[src/hw/rtl/xcfr_pkg.sv]
// Shared types and constants for the XOR-checked frame receiver.
// Used by xcfr_ctrl, xcfr_datapath and xor_checked_frame_receiver; no dependencies.
`default_nettype none

package xcfr_pkg;

   localparam int WORD_W     = 16;
   localparam int PAIR_W     = 32;
   localparam int POS_W      = 7;
   localparam int IDX_W      = 4;
   localparam int FAIL_W     = 16;
   localparam int DATA_WORDS = 13;

   localparam logic [IDX_W-1:0]  LAST_IDX  = IDX_W'(DATA_WORDS - 1);
   localparam logic [FAIL_W-1:0] FAIL_MAX  = 16'hFFFF;

   // Learned half-word order per board.
   localparam logic [1:0] ORDER_LOHI    = 2'd0;
   localparam logic [1:0] ORDER_HILO    = 2'd1;
   localparam logic [1:0] ORDER_UNKNOWN = 2'd3;

   // Result kinds.
   localparam logic KIND_DATA   = 1'b0;
   localparam logic KIND_REJECT = 1'b1;

   typedef enum logic [1:0] {
      ST_COLLECT,
      ST_JUDGE,
      ST_FETCH,
      ST_SEND
   } state_type;

   typedef struct packed {
      logic take;     // a request is accepted this cycle
      logic judge;    // evaluate checksums of the finished frame
      logic fetch;    // read the pair store at the current index
      logic advance;  // the current response is taken
   } ctrl_cmd_type;

   typedef struct packed {
      logic frame_end;  // the accepted request completes a full frame
      logic pass;       // frame passes the checksum (valid in judge)
      logic last_item;  // the presented response is the final one of the frame
   } dp_status_type;

   function automatic logic [PAIR_W-1:0] swap_halves(input logic [PAIR_W-1:0] v);
      return {v[15:0], v[31:16]};
   endfunction

endpackage

`default_nettype wire

[src/hw/rtl/xor_checked_frame_receiver.sv]
// Top level of the XOR-checked frame receiver.
// Depends on xcfr_pkg, xcfr_ctrl and xcfr_datapath.
//
//   Channel   Direction  Handshake            Contents
//   req_      in         req_valid/req_stall  board, first, word
//   rsp_      out        rsp_valid/rsp_stall  source_board, kind, index, value,
//                                             failures, last
//   csr_      in         csr_valid/csr_ready  swap_bytes
//
// While a frame is collected, one request word is taken every cycle. The
// cycle after the final word of a frame is spent on the checksum verdict,
// with requests stalled. A good frame then yields thirteen responses, each
// read from the store in a fetch state and then presented in a send state,
// with requests still stalled; a rejected frame yields one response
// after the verdict cycle. Responses are held stable while rsp_stall is high.
// Reset clears the control state, the learned orders and the failure
// counters, and sets swap_bytes; the pair store is not cleared, since every
// full frame writes all thirteen pairs before any are read.
`default_nettype none

module xor_checked_frame_receiver import xcfr_pkg::*; #(
   parameter int FRAME_WORDS   = 66,
   parameter int CHECKED_PAIRS = 14
) (
   input  wire logic               clock,
   input  wire logic               reset,
   input  wire logic               csr_valid,
   output logic                    csr_ready,
   input  wire logic               csr_swap_bytes,
   input  wire logic               req_valid,
   output logic                    req_stall,
   input  wire logic               req_board,
   input  wire logic               req_first,
   input  wire logic [WORD_W-1:0]  req_word,
   output logic                    rsp_valid,
   input  wire logic               rsp_stall,
   output logic                    rsp_source_board,
   output logic                    rsp_kind,
   output logic [IDX_W-1:0]        rsp_index,
   output logic [PAIR_W-1:0]       rsp_value,
   output logic [FAIL_W-1:0]       rsp_failures,
   output logic                    rsp_last
);

   ctrl_cmd_type  cmd;
   dp_status_type status;

   // The controller sequences collection, verdict and the response drain.
   xcfr_ctrl u_ctrl (
      .clock     (clock),
      .reset     (reset),
      .req_valid (req_valid),
      .rsp_stall (rsp_stall),
      .status    (status),
      .req_stall (req_stall),
      .rsp_valid (rsp_valid),
      .cmd       (cmd)
   );

   // The datapath holds the sums, the pair store and the per-board state.
   xcfr_datapath #(
      .FRAME_WORDS   (FRAME_WORDS),
      .CHECKED_PAIRS (CHECKED_PAIRS)
   ) u_datapath (
      .clock            (clock),
      .reset            (reset),
      .cmd              (cmd),
      .status           (status),
      .csr_valid        (csr_valid),
      .csr_ready        (csr_ready),
      .csr_swap_bytes   (csr_swap_bytes),
      .req_board        (req_board),
      .req_first        (req_first),
      .req_word         (req_word),
      .rsp_source_board (rsp_source_board),
      .rsp_kind         (rsp_kind),
      .rsp_index        (rsp_index),
      .rsp_value        (rsp_value),
      .rsp_failures     (rsp_failures),
      .rsp_last         (rsp_last)
   );

endmodule

`default_nettype wire

[src/hw/rtl/xcfr_ctrl.sv]
// Controller state machine of the XOR-checked frame receiver.
// Depends on xcfr_pkg; drives the datapath by command struct only.
`default_nettype none

module xcfr_ctrl import xcfr_pkg::*; (
   input  wire logic          clock,
   input  wire logic          reset,
   input  wire logic          req_valid,
   input  wire logic          rsp_stall,
   input  wire dp_status_type status,
   output logic               req_stall,
   output logic               rsp_valid,
   output ctrl_cmd_type       cmd
);

   state_type state_ff;
   state_type state_in;

   always_ff @(posedge clock) begin
      if (reset) begin
         state_ff <= ST_COLLECT;
      end else begin
         state_ff <= state_in;
      end
   end

   always_comb begin
      state_in = state_ff;
      case (state_ff)
         ST_COLLECT: begin
            if (status.frame_end) begin
               state_in = ST_JUDGE;
            end
         end
         ST_JUDGE: begin
            state_in = status.pass ? ST_FETCH : ST_SEND;
         end
         ST_FETCH: begin
            state_in = ST_SEND;
         end
         ST_SEND: begin
            if (!rsp_stall) begin
               state_in = status.last_item ? ST_COLLECT : ST_FETCH;
            end
         end
         default: begin
            state_in = ST_COLLECT;
         end
      endcase
   end

   always_comb begin
      req_stall   = 1'b1;
      rsp_valid   = 1'b0;
      cmd         = '0;
      case (state_ff)
         ST_COLLECT: begin
            req_stall = 1'b0;
            cmd.take  = req_valid;
         end
         ST_JUDGE: begin
            cmd.judge = 1'b1;
         end
         ST_FETCH: begin
            cmd.fetch = 1'b1;
         end
         ST_SEND: begin
            rsp_valid   = 1'b1;
            cmd.advance = !rsp_stall;
         end
         default: begin
            req_stall = 1'b1;
         end
      endcase
   end

endmodule

`default_nettype wire

[src/hw/rtl/xcfr_datapath.sv]
// Datapath of the XOR-checked frame receiver: word intake, XOR sums, pair store,
// per-board order and failure counters, response registers. Depends on xcfr_pkg.
`default_nettype none

module xcfr_datapath import xcfr_pkg::*; #(
   parameter int FRAME_WORDS   = 66,
   parameter int CHECKED_PAIRS = 14
) (
   input  wire logic               clock,
   input  wire logic               reset,
   input  wire ctrl_cmd_type       cmd,
   output dp_status_type           status,
   input  wire logic               csr_valid,
   output logic                    csr_ready,
   input  wire logic               csr_swap_bytes,
   input  wire logic               req_board,
   input  wire logic               req_first,
   input  wire logic [WORD_W-1:0]  req_word,
   output logic                    rsp_source_board,
   output logic                    rsp_kind,
   output logic [IDX_W-1:0]        rsp_index,
   output logic [PAIR_W-1:0]       rsp_value,
   output logic [FAIL_W-1:0]       rsp_failures,
   output logic                    rsp_last
);

   localparam logic [POS_W-1:0]   LAST_POS = POS_W'(FRAME_WORDS - 1);
   localparam logic [POS_W-1:0]   CHK_LO   = POS_W'(2 * CHECKED_PAIRS);
   localparam logic [POS_W-1:0]   CHK_HI   = POS_W'(2 * CHECKED_PAIRS + 1);
   localparam logic [POS_W-2:0]   SUM_PAIRS = (POS_W-1)'(CHECKED_PAIRS);
   localparam logic [POS_W-2:0]   STORE_PAIRS = (POS_W-1)'(DATA_WORDS);

   logic                 swap_ff;
   logic                 active_ff;
   logic                 board_ff;
   logic [POS_W-1:0]     pos_ff;
   logic [WORD_W-1:0]    held_ff;
   logic [PAIR_W-1:0]    sum_lo_ff;
   logic [PAIR_W-1:0]    sum_hi_ff;
   logic [PAIR_W-1:0]    check_ff;
   logic [1:0]           order_ff [2];
   logic [FAIL_W-1:0]    fail_ff [2];
   logic [PAIR_W-1:0]    store [DATA_WORDS];
   logic [PAIR_W-1:0]    rd_data_ff;
   logic [IDX_W-1:0]     idx_ff;
   logic                 reject_ff;
   logic                 use_swap_ff;
   logic [FAIL_W-1:0]    fails_out_ff;

   logic [WORD_W-1:0]    w;
   logic                 live;
   logic [POS_W-1:0]     p;
   logic [WORD_W-1:0]    held_base;
   logic [PAIR_W-1:0]    sum_lo_base;
   logic [PAIR_W-1:0]    sum_hi_base;
   logic [PAIR_W-1:0]    check_base;
   logic [PAIR_W-1:0]    pv;
   logic [POS_W-2:0]     k;
   logic                 odd_pos;
   logic                 store_wr;

   logic [1:0]           ord;
   logic [1:0]           new_ord;
   logic                 lohi_ok;
   logic                 hilo_ok;
   logic                 pass;
   logic [FAIL_W-1:0]    fail_cur;
   logic [FAIL_W-1:0]    fail_inc;

   assign csr_ready = 1'b1;

   always_ff @(posedge clock) begin
      if (reset) begin
         swap_ff <= 1'b1;
      end else if (csr_valid) begin
         swap_ff <= csr_swap_bytes;
      end
   end

   // Word intake. A first word restarts the frame with cleared sums.
   always_comb begin
      w           = swap_ff ? {req_word[7:0], req_word[15:8]} : req_word;
      live        = req_first || active_ff;
      p           = req_first ? '0 : pos_ff;
      held_base   = req_first ? '0 : held_ff;
      sum_lo_base = req_first ? '0 : sum_lo_ff;
      sum_hi_base = req_first ? '0 : sum_hi_ff;
      check_base  = req_first ? '0 : check_ff;
      odd_pos     = p[0];
      k           = p[POS_W-1:1];
      pv          = {w, held_base};
      store_wr    = cmd.take && live && odd_pos && (k < STORE_PAIRS);
   end

   always_ff @(posedge clock) begin
      if (reset) begin
         active_ff <= 1'b0;
         board_ff  <= 1'b0;
         pos_ff    <= '0;
         held_ff   <= '0;
         sum_lo_ff <= '0;
         sum_hi_ff <= '0;
         check_ff  <= '0;
      end else if (cmd.take && live) begin
         if (req_first) begin
            board_ff <= req_board;
         end
         if (!odd_pos) begin
            held_ff <= w;
         end else begin
            held_ff <= held_base;
         end
         if (odd_pos && (k < SUM_PAIRS)) begin
            sum_lo_ff <= sum_lo_base ^ pv;
            sum_hi_ff <= sum_hi_base ^ swap_halves(pv);
         end else begin
            sum_lo_ff <= sum_lo_base;
            sum_hi_ff <= sum_hi_base;
         end
         if (p == CHK_LO) begin
            check_ff <= {check_base[31:16], w};
         end else if (p == CHK_HI) begin
            check_ff <= {w, check_base[15:0]};
         end else begin
            check_ff <= check_base;
         end
         if (p == LAST_POS) begin
            active_ff <= 1'b0;
            pos_ff    <= '0;
         end else begin
            active_ff <= 1'b1;
            pos_ff    <= p + 1'b1;
         end
      end
   end

   always_ff @(posedge clock) begin
      if (store_wr) begin
         store[k[IDX_W-1:0]] <= pv;
      end
      if (cmd.fetch) begin
         rd_data_ff <= store[idx_ff];
      end
   end

   // Checksum verdict and order learning.
   always_comb begin
      lohi_ok  = (sum_lo_ff == check_ff);
      hilo_ok  = (sum_hi_ff == swap_halves(check_ff));
      ord      = order_ff[board_ff];
      new_ord  = ord;
      if (ord[1]) begin
         if (lohi_ok) begin
            new_ord = ORDER_LOHI;
         end else if (hilo_ok) begin
            new_ord = ORDER_HILO;
         end
      end
      if (new_ord == ORDER_LOHI) begin
         pass = lohi_ok;
      end else if (new_ord == ORDER_HILO) begin
         pass = hilo_ok;
      end else begin
         pass = lohi_ok || hilo_ok;
      end
      fail_cur = fail_ff[board_ff];
      fail_inc = (fail_cur == FAIL_MAX) ? fail_cur : fail_cur + 1'b1;
   end

   always_ff @(posedge clock) begin
      if (reset) begin
         order_ff[0] <= ORDER_UNKNOWN;
         order_ff[1] <= ORDER_UNKNOWN;
         fail_ff[0]  <= '0;
         fail_ff[1]  <= '0;
         idx_ff      <= '0;
         reject_ff   <= 1'b0;
      end else if (cmd.judge) begin
         order_ff[board_ff] <= new_ord;
         idx_ff             <= '0;
         reject_ff          <= !pass;
         if (pass) begin
            fail_ff[board_ff] <= '0;
         end else begin
            fail_ff[board_ff] <= fail_inc;
         end
      end else if (cmd.advance) begin
         idx_ff <= idx_ff + 1'b1;
      end
   end

   always_ff @(posedge clock) begin
      if (cmd.judge) begin
         use_swap_ff  <= (new_ord == ORDER_HILO);
         fails_out_ff <= pass ? fail_cur : fail_inc;
      end
   end

   always_comb begin
      status.frame_end = cmd.take && live && (p == LAST_POS);
      status.pass      = pass;
      status.last_item = reject_ff || (idx_ff == LAST_IDX);
   end

   assign rsp_source_board = board_ff;
   assign rsp_kind         = reject_ff ? KIND_REJECT : KIND_DATA;
   assign rsp_index        = idx_ff;
   assign rsp_value        = reject_ff   ? '0 :
                             use_swap_ff ? swap_halves(rd_data_ff) : rd_data_ff;
   assign rsp_failures     = fails_out_ff;
   assign rsp_last         = status.last_item;

endmodule

`default_nettype wire

[config.mk]
export PLATFORM = sky130hd
export DESIGN_NAME = xor_checked_frame_receiver
export DESIGN_NICKNAME = d
export VERILOG_FILES = /design/src/hw/rtl/xcfr_pkg.sv /design/src/hw/rtl/xor_checked_frame_receiver.sv /design/src/hw/rtl/xcfr_ctrl.sv /design/src/hw/rtl/xcfr_datapath.sv
export SDC_FILE = /design/constraint.sdc
export NUM_CORES = 1
export LEC_CHECK = 0
export ABC_AREA = 1
export ABC_CLOCK_PERIOD_IN_PS = 4800
export CORE_MARGIN = 4
export CORE_UTILIZATION = 30
export DETAILED_ROUTE_END_ITERATION = 10
export DONT_BUFFER_PORTS = 1
export PLACE_DENSITY = 0.56
export SYNTH_ARGS = -nofsm -noshare
export SYNTH_HDL_FRONTEND = slang
export SYNTH_SLANG_ARGS = --single-unit
[constraint.sdc]
create_clock -name clock -period 4.8 [get_ports clock]
set_clock_uncertainty 0.15 [all_clocks]
set_input_delay 0.96 -clock clock [delete_from_list [all_inputs] [get_ports clock]]
set_output_delay 0.96 -clock clock [all_outputs]
set_load 0.01 [all_outputs]
Yosys cells after proc, flatten, opt, wreduce, memory -nomap -nowiden
Memories as Yosys holds them, arrays and structs flattened. A register that Yosys moved wholly into a read port is not among the register bits.
Cells that the tools add are included.
{ "word_totals": {"ff_bits": 146, "ram_bits": 452, "inputBits": 24, "wordCells": 114, "mem_count": 3} }
{ "op_classes": {"n_addsub": 3, "magnitude_cmp": 2, "n_eq_ne": 13, "mux": 60, "n_bitwise": 3, "n_reduce_logical": 17} }
{ "memory_table": {"columns": ["name", "words", "width", "read_ports", "rd_clocked_by_memory_dff", "wr", "line", "rtl"], "rows": [
  ["u_datapath.store", 13, 32, 1, 1, 1, "xcfr_datapath.sv:43", "logic [PAIR_W-1:0] store [DATA_WORDS];"],
  ["u_datapath.fail_ff", 2, 16, 1, 1, 2, "xcfr_datapath.sv:42", "logic [FAIL_W-1:0] fail_ff [2];"],
  ["u_datapath.order_ff", 2, 2, 1, 1, 2, "xcfr_datapath.sv:41", "logic [1:0] order_ff [2];"]
]} }
{ "op_table": {"columns": ["op", "n"], "rows": [
  ["$mux W32", 9],
  ["$mux W16", 7],
  ["$eq A32 B32 Y1", 2],
  ["$xor A32 B32 Y32", 2],
  ["$mux W1", 34],
  ["$add A16 B1 Y16 const B", 1],
  ["$eq A16 B16 Y1 const B", 1],
  ["$reduce_or A16 Y1", 1],
  ["$eq A7 B5 Y1 const B", 2],
  ["$mux W2", 7],
  ["$mux W7", 2],
  ["$lt A6 B4 Y1 const B", 2],
  ["$pmux W2 S4", 1],
  ["$add A7 B1 Y7 const B", 1],
  ["$eq A7 B7 Y1 const B", 1],
  ["$logic_and A1 B1 Y1", 5],
  ["$add A4 B1 Y4 const B", 1],
  ["$eq A2 B1 Y1 const B", 2],
  ["$eq A2 B2 Y1 const B", 2],
  ["$eq A4 B4 Y1 const B", 1],
  ["$logic_not A2 Y1", 2],
  ["$ne A2 B2 Y1 const B", 2],
  ["$reduce_and A2 Y1", 2],
  ["$reduce_or A2 Y1", 2],
  ["3 further kinds", 6]
]} }

Longest topological paths before layout
{ "logic_depth": {"ltp_word": 14, "ltp_mapped": 14, "mapped_depth_nobuf": 13} }

Cells and area by module
Synthesis repeated with hierarchy kept, for this count alone.
{ "unflattened": {"cells_unflattened": 2588, "hier_area_um2": 26944.6} }
{ "by_module_without_submodules": {"columns": ["mod", "instances", "cells_each", "area_each_um2", "seq_area_each_um2"], "rows": [
  ["xcfr_datapath", 1, 2567, 26820.7, 17606.9],
  ["xcfr_ctrl", 1, 21, 123.9, 40.0]
]} }

Worst setup path before layout
OpenSTA, ideal clock, no wires.
{ "synth_timing": {"path_kind": "input to register", "start": "in req_first", "end": "mem u_datapath.store[0][0] (enable)", "setup_ns": 0.461, "arrival_ns": 4.123, "t_required_ns": 4.189, "setup_slack_ns": 0.065, "path_stages": 6, "path_buffers": 2, "path_cell_list": "buf_2 -> nor2_1 -> nor3_4 -> clkbuf_1 -> nand3_1 -> nor3_1"} }
{ "synth_via": {"elab_chain_len": 6} }
{ "synth_rtl": {"columns": ["element", "line", "rtl"], "rows": [
  ["start: declaration", "xor_checked_frame_receiver.sv:33", "input wire logic req_first,"],
  ["parallel branches: the longest is 6 deep, another holds $lt A6 B4 Y1", null, null],
  ["end: declaration", "xcfr_datapath.sv:43", null]
]} }
Parallel ways; which one is timed is not known.

Worst setup path after layout
{ "layout_timing": {"start": "reg u_datapath.idx_ff[1] (netlist: u_datapath.rsp_index[1])", "end": "out rsp_last"} }
{ "layout_via": {"elab_chain_len": 2} }
{ "layout_rtl": {"columns": ["element", "line", "rtl"], "rows": [
  ["start: declaration", "xcfr_datapath.sv:45", "logic [IDX_W-1:0] idx_ff;"],
  ["start signal: assignment", "xcfr_datapath.sv:188", "idx_ff <= idx_ff + 1'b1;"],
  ["$eq A4 B4 Y1", "xcfr_datapath.sv:202", "status.last_item = reject_ff || (idx_ff == LAST_IDX);"],
  ["$logic_or A1 B1 Y1", "xcfr_datapath.sv:202", null],
  ["end: declaration", "xor_checked_frame_receiver.sv:42", "output logic rsp_last"]
]} }
No other way between the ends.

==> results.cfg <==
[synth]
yosysWarnings = 0
synth-main-ff-cell = edfxtp_1
synth_cells = 2574
ys_async_sr_fraction_pct = 0
ys_ff_latch = 631
yosysUniqueCellTypes = 41
synth_area_um2 = 26680
synth.area.top_cells = edfxtp_1, dfxtp_1, o21ai_0
yosysTopAreaCellShare_pct = 56.38
avgSynthCellArea_um2 = 10.37
yosys.area.top_type = edfxtp_1
syn_nets = 2604
synth-edff-count = 501
synth-seq-area-share_pct = 66.14

[power_and_ir_drop]
vdd_drop_max_uv = 267.5
combinationalPowerShare_pct = 3.9
leakagePower_nw = 9.974
total_power_mw = 11.47
p_switching_mw = 2.556
p_seq_share_pct = 52.1
internal_power_mw = 8.916
powerDensity_nw_per_um2 = 380.2
swShare_pct = 22.28
pwr-share-clk_pct = 44.1

[global_route]
grt-ovfl-total = 0
grt_pass1_wl_um = 104300
grt_max_degree = 116
grt_pass1_vias = 17420
grt_usage_pct = 14.19
antenna_found_initial = 2

[sta]
slew_headroom_pct = 14.91
setup_viol = 0
post-route-min-period_ns = 3.833
period_share_pct = 79.86
rsz0062_at_grt = no
maxClockFrequency_mhz = 260.9
maxSlewViolCount = 0
finalHoldViolations = 0
fin_tns_setup_ns = 0
tightest_slew_ns = 1.272

[cts]
cts_buffers = 68
cts_hold_buf = 0
post_cts_buffers = 0
clk_latency_ns = 0.62
clkTransAtPathRegs_ns = 0.06
tritoncts = done
cts_resized = 0
clkSinkCount = 631
cts_buffer_depth = 3
cts-htree-levels = 3
cts_root_buf = clkbuf_16

[floorplanning]
coreArea_um2 = 88370
die_w_um = 306.2
die_height_um = 306.2
die_area_um2 = 93770
start_util_pct = 30.19
core.rowCount = 109
io_pins = 82

[layout]
nFillCells = 8830
seqCellArea_um2 = 17660
nets = 2571
stdcell_count = 3758
drive_gt1_share_pct = 7.680
multi_input_comb_area_um2 = 8013
area_growth_pct = 13.08

[route]
drt_iter0_markers = 1768
vias = 18640
dr.pass1.iters = 6
drc = 0
ant_nets = 0
routed_wl_um = 68490
wl_per_cell_um = 18.22
routed_via_density = 4.960

[setup_path]
r2r_end = u_datapath.fail_ff[0][11]
arrival_ns = 2.72
worstPathRequired_ns = 3.69
setup.worst_path.end_class = output pin
startpoint_type = register
reg2reg_from = u_ctrl.state_ff[0]
path_class = reg2out
critPathMaxFanout = 53
r2r_cells = 7
r2r_slack_ns = 1.61

[place]
dp_hpwl_um = 41730
gp_congestion = 0.8047
dp.cells = 3636
port_buffers = 0

[status]
status = finished clean

[worst_hold_path]
hold_depth = 1
min_path_type = in2reg
min_from = reset
min_to = u_datapath.check_ff[28]

[run]
maxCapViolCount = 0
## registers in the layout, indices dropped and copies added (netlist names), 7 cells and up, named ones only
signal and count:
u_datapath.store 416, u_datapath.check_ff 32, u_datapath.fail_ff 32, u_datapath.rd_data_ff 32
u_datapath.sum_hi_ff 32, u_datapath.sum_lo_ff 32, u_datapath.held_ff 16, u_datapath.rsp_failures 16
u_datapath.pos_ff 7
## worst max path at each step
| stage | start | end | slack (ns) | cells past startpoint |
|---|---|---|---|---|
| floorplan | req_first | u_datapath.store[0][0] | 0.07 | 6 |
| global placement | req_first | u_datapath.store[6][11] | 1.18 | 5 |
| detailed placement | req_first | u_datapath.store[6][27] | 1.13 | 5 |
| CTS | u_datapath.rsp_index[1] | rsp_last | 0.99 | 4 |
| global route | u_datapath.rsp_index[1] | rsp_last | 0.82 | 4 |
| finish | u_datapath.rsp_index[1] | rsp_last | 0.97 | 4 |
## layout by cell type, fill, tap and decap left out, drive strengths merged
| master | count |
|---|---|
| o21a | 1 |
| clkinvlp | 2 |
| a21boi | 1 |
| or2 | 16 |
| nand2 | 330 |
| xor2 | 5 |
| xnor2 | 38 |
| ha | 6 |
| o221ai | 32 |
| diode | 2 |
| dfxtp | 130 |
| nor2 | 445 |
| o22ai | 72 |
| clkinv | 19 |
| o22a | 1 |
| o211ai | 24 |
| nand4 | 7 |
| clkbuf | 93 |
| nor4 | 3 |
| a211oi | 1 |
| bufinv | 2 |
| nor3 | 44 |
| edfxtp | 501 |
| a31oi | 1 |
| inv | 148 |
| buf | 48 |
| conb | 1 |
| a21oi | 92 |
| nand3 | 107 |
| o21ai | 421 |
## cell families (layout without fill, tap and decap cells)
logic type	count (synthesis)	in the layout	share of synthesized area [%]
other	1	3	0.01405
AND/OR/NAND/NOR	952	952	14.59
buffers and inverters	295	312	4.371
AO/OA/AOI/OAI	646	646	13.19
flip-flops	631	631	66.14
adder cells (fa/ha/maj)	6	6	0.2814
XOR/XNOR	43	43	1.411
## per-stage QoR
stage          setup slack, ns  hold WS (ns)  area [µm²]  utilization, %
2_1_floorplan          0.06529        0.2803       26680               -
3_3_place_gp             1.182        0.2896       28050           31.73
3_5_place_dp             1.128        0.2943       28050           31.73
4_1_cts                 0.9910        0.2279       30170           34.13
5_1_grt                 0.8214        0.2334       30170           34.13
6_report                0.9665        0.2653       30170           34.14
## cell usage after synthesis (38+ instances only)
library cell / n
dfxtp_1: 130
nand3_1: 107
a21oi_1: 92
nor2_1: 440
o21ai_0: 408
nor3_1: 41
xnor2_1: 38
o22ai_1: 72
clkbuf_1: 121
nand2_1: 330
inv_1: 135
edfxtp_1: 501
## power by group through the flow
stage	combinational (mW)	clock, mW	sequential, mW
final	0.442	5.05	5.98
after global placement	0.437	0	6.09
after floorplan	0.281	0	6.09
after global routing	0.493	5.40	5.98
after detailed placement	0.443	0	6.09
after CTS	0.444	5.17	5.98
## layer usage
| metal | track usage, % | vias up | wire, µm |
|---|---|---|---|
| met5 | 0 | - | 0 |
| met4 | 3.488 | 0 | 1307 |
| met3 | 3.019 | 87 | 5273 |
| met2 | 20.55 | 567 | 28520 |
| met1 | 21.58 | 9017 | 33380 |
| li1 | - | 8968 | - |
## final cells by class
cell class	instances	share of cell area, %
multi-input cells	1648	26.56
flip-flops and latches	631	58.52
clock buffers	93	6.191
inverters	144	1.808
repair buffers	48	1.236
clock inverters	27	0.8377
well taps	1165	4.831
diodes	2	0.01659
## critical path, cell delays in order, from the launching register on
cell and delay [ns]:
dfxtp_4 0.54, inv_2 0.81, ha_1 0.29, nand3_1 0.09, nand2_1 0.32
Power figures use the tool's default switching activity.
